File: src/design/fpta_pkg.sv
// ----------------------------------------------------------------------------
// fpta_pkg: shared types and constants of the truncating fp32 adder
// Holds field masks, the top fraction position and the stage payload structs.
// ----------------------------------------------------------------------------
`default_nettype none
package fpta_pkg;
    localparam logic [31:0] MAG_MASK  = 32'h7FFF_FFFF;
    localparam logic [22:0] FRAC_MASK = 23'h7F_FFFF;
    localparam logic [4:0]  TOP_POS   = 5'd22;

    // aligned operands after stage 1
    typedef struct packed {
        logic        sign;
        logic        sub;
        logic [7:0]  ebig;
        logic [23:0] sig_big;
        logic [23:0] sig_small;
    } align_t;

    // sum after stage 2
    typedef struct packed {
        logic        sign;
        logic [7:0]  ebig;
        logic [24:0] sum;
    } addsum_t;

    // normalize info after stage 3
    typedef struct packed {
        logic        sign;
        logic [7:0]  ebig;
        logic [24:0] sum;
        logic [4:0]  shift;
    } lzd_t;
endpackage
`default_nettype wire

File: src/design/fpta_align.sv
// ----------------------------------------------------------------------------
// fpta_align: operand swap and significand alignment
// Picks the larger magnitude, adds hidden bits, shifts the smaller right.
// ----------------------------------------------------------------------------
`default_nettype none
module fpta_align (
    input  wire logic [31:0]      operand_a,
    input  wire logic [31:0]      operand_b,
    output fpta_pkg::align_t      align
);
    import fpta_pkg::*;

    logic [31:0] big;
    logic [31:0] small_op;
    logic [7:0]  esmall;
    logic [7:0]  exp_dist;
    logic [23:0] sig_s;

    // swap on magnitude and align
    always_comb
    begin
        if ((operand_b & MAG_MASK) > (operand_a & MAG_MASK))
        begin
            big      = operand_b;
            small_op = operand_a;
        end
        else
        begin
            big      = operand_a;
            small_op = operand_b;
        end
        esmall          = small_op[30:23];
        align.sign      = big[31];
        align.sub       = operand_a[31] ^ operand_b[31];
        align.ebig      = big[30:23];
        align.sig_big   = {(big[30:23] != 8'd0), big[22:0]};
        sig_s           = {(esmall != 8'd0), small_op[22:0]};
        exp_dist        = big[30:23] - esmall;
        align.sig_small = (exp_dist >= 8'd32) ? 24'd0 : (sig_s >> exp_dist[4:0]);
    end
endmodule
`default_nettype wire

File: src/design/fpta_lzd.sv
// ----------------------------------------------------------------------------
// fpta_lzd: leading-one detect on sum bits 23..2
// Gives shift = 22 - position, position of zero taken as 0.
// ----------------------------------------------------------------------------
`default_nettype none
module fpta_lzd (
    input  wire fpta_pkg::addsum_t  sum_in,
    output fpta_pkg::lzd_t          lzd
);
    import fpta_pkg::*;

    logic [22:0] norm;
    logic [4:0]  pos;

    // priority search from low to high, last hit wins
    always_comb
    begin
        norm = sum_in.sum[23:1];
        pos  = 5'd0;
        for (int i = 1; i < 23; i++)
        begin
            if (norm[i])
                pos = 5'(i);
        end
        lzd.sign  = sum_in.sign;
        lzd.ebig  = sum_in.ebig;
        lzd.sum   = sum_in.sum;
        lzd.shift = TOP_POS - pos;
    end
endmodule
`default_nettype wire

File: src/design/fp32_truncating_adder.sv
// ----------------------------------------------------------------------------
// fp32_truncating_adder: truncating single-precision adder
// Four-stage pipeline: align, add, leading-one detect, normalize and pack.
// ----------------------------------------------------------------------------
// Path: an accepted input passes st1_reg, st2_reg, st3_reg and res_reg before m_tvalid.
// Throughput: one item per cycle; a stall holds every stage in place.
// Reset: rst_n clears all stage valid bits; payload registers are not reset.
`default_nettype none
module fp32_truncating_adder (
    input  wire logic        clk,
    input  wire logic        rst_n,
    input  wire logic        s_tvalid,
    output logic             s_tready,
    input  wire logic [63:0] s_tdata,   // operand_a [31:0], operand_b [63:32]
    output logic             m_tvalid,
    input  wire logic        m_tready,
    output logic [31:0]      m_tdata    // sum_word [31:0]
);
    import fpta_pkg::*;

    logic    v1_reg, v2_reg, v3_reg, v4_reg;
    align_t  st1_next, st1_reg;
    addsum_t st2_next, st2_reg;
    lzd_t    st3_next, st3_reg;
    logic [31:0] res_next, res_reg;
    logic    adv;

    // whole pipe advances when the output slot is free
    assign adv      = m_tready || !v4_reg;
    assign s_tready = adv;
    assign m_tvalid = v4_reg;
    assign m_tdata  = res_reg;

    fpta_align u_align (
        .operand_a (s_tdata[31:0]),
        .operand_b (s_tdata[63:32]),
        .align     (st1_next)
    );

    // add or subtract significands
    always_comb
    begin
        st2_next.sign = st1_reg.sign;
        st2_next.ebig = st1_reg.ebig;
        if (st1_reg.sub)
            st2_next.sum = {1'b0, st1_reg.sig_big} - {1'b0, st1_reg.sig_small};
        else
            st2_next.sum = {1'b0, st1_reg.sig_big} + {1'b0, st1_reg.sig_small};
    end

    fpta_lzd u_lzd (
        .sum_in (st2_reg),
        .lzd    (st3_next)
    );

    // normalize and pack
    always_comb
    begin
        logic [8:0]  e;
        logic [22:0] f;
        logic [24:0] sh;
        sh = st3_reg.sum << st3_reg.shift;
        if ({3'd0, st3_reg.ebig} < {3'd0, st3_reg.shift})
        begin
            e = 9'd0;
            f = 23'd0;
        end
        else if (st3_reg.sum[24])
        begin
            e = {1'b0, st3_reg.ebig} + 9'd1;
            f = st3_reg.sum[23:1];
        end
        else
        begin
            e = {1'b0, st3_reg.ebig} - {4'd0, st3_reg.shift};
            f = sh[22:0] & FRAC_MASK;
        end
        res_next = {st3_reg.sign ^ e[8], e[7:0], f};
    end

    // advance valid bits
    always_ff @(posedge clk or negedge rst_n)
    begin
        if (!rst_n)
        begin
            v1_reg <= 1'b0;
            v2_reg <= 1'b0;
            v3_reg <= 1'b0;
            v4_reg <= 1'b0;
        end
        else if (adv)
        begin
            v1_reg <= s_tvalid;
            v2_reg <= v1_reg;
            v3_reg <= v2_reg;
            v4_reg <= v3_reg;
        end
    end

    // advance payload
    always_ff @(posedge clk)
    begin
        if (adv)
        begin
            st1_reg <= st1_next;
            st2_reg <= st2_next;
            st3_reg <= st3_next;
            res_reg <= res_next;
        end
    end

    // a stalled output holds its word
    a_hold: assert property (@(posedge clk) disable iff (!rst_n)
        m_tvalid && !m_tready |=> m_tvalid && $stable(m_tdata))
        else $error("output changed under stall");

    // an accepted item enters stage 1 on the next cycle
    a_flow: assert property (@(posedge clk) disable iff (!rst_n)
        s_tvalid && s_tready |=> v1_reg)
        else $error("accepted item lost in stage 1");

    // underflow packs zero exponent and fraction
    a_flush: assert property (@(posedge clk) disable iff (!rst_n)
        v3_reg && adv && ({3'd0, st3_reg.ebig} < {3'd0, st3_reg.shift})
        |=> m_tdata[30:0] == 31'd0)
        else $error("underflow not flushed");
endmodule
`default_nettype wire
File: config.mk
export PLATFORM = sky130hd
export DESIGN_NAME = fp32_truncating_adder
export DESIGN_NICKNAME = d
export VERILOG_FILES = /design/src/design/fpta_pkg.sv /design/src/design/fpta_align.sv /design/src/design/fpta_lzd.sv /design/src/design/fp32_truncating_adder.sv
export SDC_FILE = /design/constraint.sdc
export NUM_CORES = 1
export LEC_CHECK = 0
export ABC_AREA = 0
export BUFFER_PORTS_ARGS = -buffer_cell sky130_fd_sc_hd__buf_2
export CORE_UTILIZATION = 65
export DETAILED_ROUTE_END_ITERATION = 6
export GPL_TIMING_DRIVEN = 0
export HOLD_SLACK_MARGIN = 0.03
export MAX_ROUTING_LAYER = met4
export PLACE_DENSITY_LB_ADDON = 0.2
export SYNTH_ARGS = -nofsm -noshare
export SYNTH_HDL_FRONTEND = slang
export SYNTH_SLANG_ARGS = --single-unit
File: constraint.sdc
create_clock -name clk -period 19.84 [get_ports clk]
set_clock_uncertainty 0.15 [all_clocks]
set_input_delay 3.968 -clock clk [delete_from_list [all_inputs] [get_ports clk]]
set_output_delay 3.968 -clock clk [all_outputs]
set_load 0.02 [all_outputs]
**Word level (Yosys, flattened, before mapping)**

Index checks and enable logic that the tools add are counted.

- Register bits after elaboration: 167

- Order comparisons: 3
- Bitwise logic cells: 2
- Multiplexer cells: 28
- Reduce and logical (&&, ||, !) cells: 4
- Shifts and indexed selects: 2
- Add/sub/neg operators: 6

Operators by type and width:

| cell | count |
|---|---|
| $mux 5 | 7 |
| $mux 32 | 1 |
| $mux 4 | 8 |
| $gt 31x31->1 | 1 |
| $mux 31 | 1 |
| $add 24x24->25 | 1 |
| $mux 25 | 1 |
| $shl 25x5->23 | 1 |
| $sub 24x24->25 | 1 |
| $shr 24x5->24 | 1 |
| $mux 23 | 1 |
| $mux 9 | 2 |
| $reduce_bool 8->1 | 2 |
| $mux 3 | 4 |
| $add 8x1->9 const B | 1 |
| $sub 8x5->9 | 1 |
| $ge 8x6->1 const B | 1 |
| $lt 8x5->1 | 1 |
| $sub 8x8->8 | 1 |
| $sub 5x5->5 const A | 1 |
| $mux 2 | 2 |
| $xor 1x1->1 | 2 |
| $logic_not 1->1 | 1 |
| $logic_or 1x1->1 | 1 |
| $mux 1 | 1 |

**Longest topological paths before layout**

- Depth after elaboration: 23
- Depth in mapped cells: 24
- Mapped depth without buffers: 17

**Hierarchy**

Synthesis repeated with hierarchy kept, for this count alone.

- Cells, all modules: 1212
- Area, all modules: 12504.5 µm²

Modules (own cells, without submodules):

| module | times used | cells each | area an instance (µm²) |
|---|---|---|---|
| fp32_truncating_adder | 1 | 695 | 8804.7 |
| fpta_align | 1 | 430 | 3126.7 |
| fpta_lzd | 1 | 87 | 573.0 |

**Worst setup path before layout**

OpenSTA, ideal clock, no wires.

- Path type: input -> output
- From: input m_tready
- To: output s_tready
- Buffers on the path: 0
- Data arrival time: 8116 ps
- Slack: 7606 ps
- Stages on the path: 1
- Cell sequence: nand2b_1

- Longest elaborated chain between the ends: 1

Ends and longest elaborated chain:

| what | RTL line | RTL |
|---|---|---|
| from (decl) | fp32_truncating_adder.sv:16 | `input wire logic m_tready,` |
| $logic_or 1x1->1 | fp32_truncating_adder.sv:29 | `assign adv = m_tready \|\| !v4_reg;` |
| to (decl) | fp32_truncating_adder.sv:13 | `output logic s_tready,` |

Every way passes these cells.

**Worst setup path after layout**

- From: input s_tdata[10]
- To: register st1_reg[3] (netlist name) (data pin)

- Longest elaborated chain between the ends: 4
- Elaborated cells on any way between the ends: 7
- Those cells by class: 1 x add/sub; 2 x order compare; 1 x shift; 2 x mux; 1 x reduce/logical

Ends and longest elaborated chain:

| what | RTL line | RTL |
|---|---|---|
| from (decl) | fp32_truncating_adder.sv:14 | `input wire logic [63:0] s_tdata,` |
| $gt 31x31->1 | fpta_align.sv:22 | `if ((operand_b & MAG_MASK) > (operand_a & MAG_MASK))` |
| $mux 32 or $mux 31 (tied branches) | fpta_align.sv:22 |  |
| $sub 8x8->8 or $reduce_bool 8->1 (tied branches) | fpta_align.sv:38, fpta_align.sv:37 |  |
| $ge 8x6->1 or $shr 24x5->24 (tied branches) | fpta_align.sv:39 | `align.sig_small = (exp_dist >= 8'd32) ? 24'd0 : (sig_s >> exp_dist[4:0]);` |
| to (signal assigned) | fp32_truncating_adder.sv:105 | `st1_reg <= st1_next;` |
| to (decl) | fp32_truncating_adder.sv:22 | `align_t st1_next, st1_reg;` |

Parallel ways exist; a longest one is shown, timed or not.
A chain may end at the register's enable or synchronous reset.

==> flow_metrics.tcl <==
set metrics [dict create \
    synth_edf_count 163 \
    syn2layout_area_growth_pct 12.0 \
    slew_headroom_pct 42.0 \
    wl_mm 30.9 \
    fmax_ghz 0.0960 \
    rsz0062_at_grt "no" \
    max_slew.worst_pin.slew_ps 863 \
    maxCapViolCount 0 \
    power_density_mw_per_mm2 160 \
    die_h_um 138 \
    row_count 49 \
    postCtsSetupBuffers 0 \
    peakVddDrop_mv 0.101 \
    cts.clk_slew.worst_paths_ps 70 \
    fin_crit_ps 10420 \
    io_buffers 101 \
    synth_common_cells "edfxtp_1, nor2_1, nand2_1" \
    coreArea_mm2 0.0181 \
    min_period_over_period_pct 52.5 \
    timing.critical_path.to_type "flip-flop" \
    ys_ff_latch 167 \
    num_antenna_cells 0 \
    dieArea_mm2 0.0191 \
    gp_congestion 1.03 \
    leakage_nw 5.47 \
    num-nets-final 1398 \
    ios 102 \
    largest_reg_flops 58 \
    grt_max_degree 66 \
    cts_resized 0 \
    setup_viol 0 \
    cts-htree-levels 4 \
    total_power_mw 2.16 \
    grt_pass1_wl_mm 49.0 \
    ys_seq_area_share_pct 41.5 \
    crit_fanout 10 \
    crit_path_start_kind "input port" \
    violations "design-rule violations" \
    drc_errors 18 \
    drt_iter0_markers 783 \
    synthCells 1142 \
    cts_tree "yes" \
    synth_top_area_share_pct 40.6 \
    ys_types 86 \
    cp.required_ps 19940 \
    synth.area.top_cells "edfxtp_1, ha_1, mux2i_1" \
    met3_length_mm 1.72 \
    async_flop_share_pct 2.40 \
    maxSlewViolCount 0 \
    final_hold_viol_count 0 \
    hp-class "flip-flop to flip-flop" \
    syn_area_mm2 0.0120 \
    cts_max_path_buffers 2 \
    clock-sinks 167 \
    synthFlopType "edfxtp_1" \
    fin_tns_setup_ps 0 \
    insertion_delay_ps 430 \
    yosysTopAreaCell "edfxtp_1" \
    clock-root-buffer "clkbuf_16" \
    ctsHoldBuffers 0 \
    postSynthAreaPerCell_um2 10.5 \
    ys_warn_count 0 \
    run_status "finished with violations" \
    start_util_pct 66.6 \
    drive_gt1_share_pct 19.5 \
    topRoutingLayerUsed "met4" \
    numCtsBuffers 17 \
    vias_per_cell 6.42 \
    dr_wl_met2_mm 16.2 \
    yosysMostFrequentCell "edfxtp_1" \
    dp_slack_ps 9070 \
    grt_usage_pct 34.3 \
    path_class "input port to flip-flop" \
    grt_pass1_vias 9405 \
    detail-route-antenna-nets 0 \
    antenna_found_initial 0 \
    dieWidth_um 138 \
    drt-met1-wl_mm 11.8 \
    vias 9674 \
    arrival_ps 10520 \
    syn_nets 1276 \
    grt_overflow 0 \
    wl_per_cell_um 20.5 \
    hpwlAfterDp_mm 24.0 \
    first_pass_iters 7 \
    fin_ws_ps 9420 \
]
final cells by class:
cell class,instances,area (um2)
clock buffers,17,425
well taps,229,287
plain buffers,52,265
repair buffers,103,561
flip-flops and latches,167,4990
inverters,65,246
multi-input cells,858,6550
clock inverters,15,164
fillers,1246,4600
through the flow:
stage | util (%) | hold WS (ps) | cell area, um2 | instances
global placement | 71.0 | 251 | 12800 | 1472
CTS | 74.6 | 262 | 13500 | 1506
finish | 74.6 | 262 | 13500 | 1506
global route | 74.6 | 268 | 13500 | 1506
floorplan | - | 250 | 12000 | 1142
detailed placement | 71.3 | 255 | 12900 | 1474
cells in the final DEF, fill, tap and decap left out, types with 8 or more instances in the layout:
master	Yosys	routed
a22oi_1	17	17
a21o_1	10	10
nor2_1	104	104
edfxtp_1	163	163
o21ai_0	45	45
o22ai_1	11	11
nand2b_1	17	16
xor2_1	13	13
ha_1	64	64
nand3_1	26	26
nor2b_1	15	15
o21a_1	8	8
o31ai_1	9	9
nor3_1	25	25
mux2i_1	67	67
a21oi_1	76	76
nand2_1	90	90
clkbuf_1	29	29
o211ai_1	13	13
mux4_2	28	28
mux2_2	48	48
xnor2_1	38	38
a211oi_1	17	17
nor4_1	16	16
buf_2	5	106
inv_1	62	62
clkbuf_16	0	17
power by group:
part | internal, mW | switching, mW
combinational | 0.442 | 0.673
clock | 0.188 | 0.144
sequential | 0.606 | 0.103
total | 1.24 | 0.920
kinds of logic after synthesis:
| kind of cell | Yosys count | synth area share [%] |
|---|---|---|
| simple gates | 338 | 13.5 |
| fa+ha+maj | 66 | 6.98 |
| mux | 145 | 15.6 |
| flops | 167 | 41.5 |
| xor+xnor | 53 | 4.07 |
| compound gates | 256 | 14.2 |
| buf+inv | 117 | 4.25 |
final timing paths:
check,endpoint,cells past startpoint,from,slack (ps)
max in group asynchronous,v1_reg$_DFFE_PN0P_,1,rst_n,16250
setup reg to reg,st2_reg[24]$_DFFE_PP_,13,st1_reg[56]$_DFFE_PP_,15150
hold reg to reg,st2_reg[29]$_DFFE_PP_,0,st1_reg[52]$_DFFE_PP_,260
hold / removal,st2_reg[29]$_DFFE_PP_,0,st1_reg[52]$_DFFE_PP_,260
min in group asynchronous,m_tvalid$_DFFE_PN0P_,1,rst_n,3180
setup / recovery,st1_reg[3]$_SDFFCE_PP0P_,22,s_tdata[10],9420
critical path, cell delays in order:
cell and delay (ps):
buf_2 140, inv_1 60, ha_1 330, a21oi_1 120, o21ai_0 130, a221oi_1 580
o2111ai_4 370, nand2_4 260, buf_6 210, buf_2 270, buf_1 450, buf_2 370
nor2_1 80, a22oi_1 220, ha_1 150, clkbuf_1 520, clkbuf_1 590, clkbuf_1 490
mux4_2 450, mux2i_1 330, a21oi_1 140, a311oi_1 290
metal layers:
layer  vias up  track usage (%)
met5         -                -
met1      4619             38.5
met3        85             4.64
met4         0             14.5
li1       4563                -
met2       407             61.4
No activity file was read; power rests on OpenSTA's default activity.
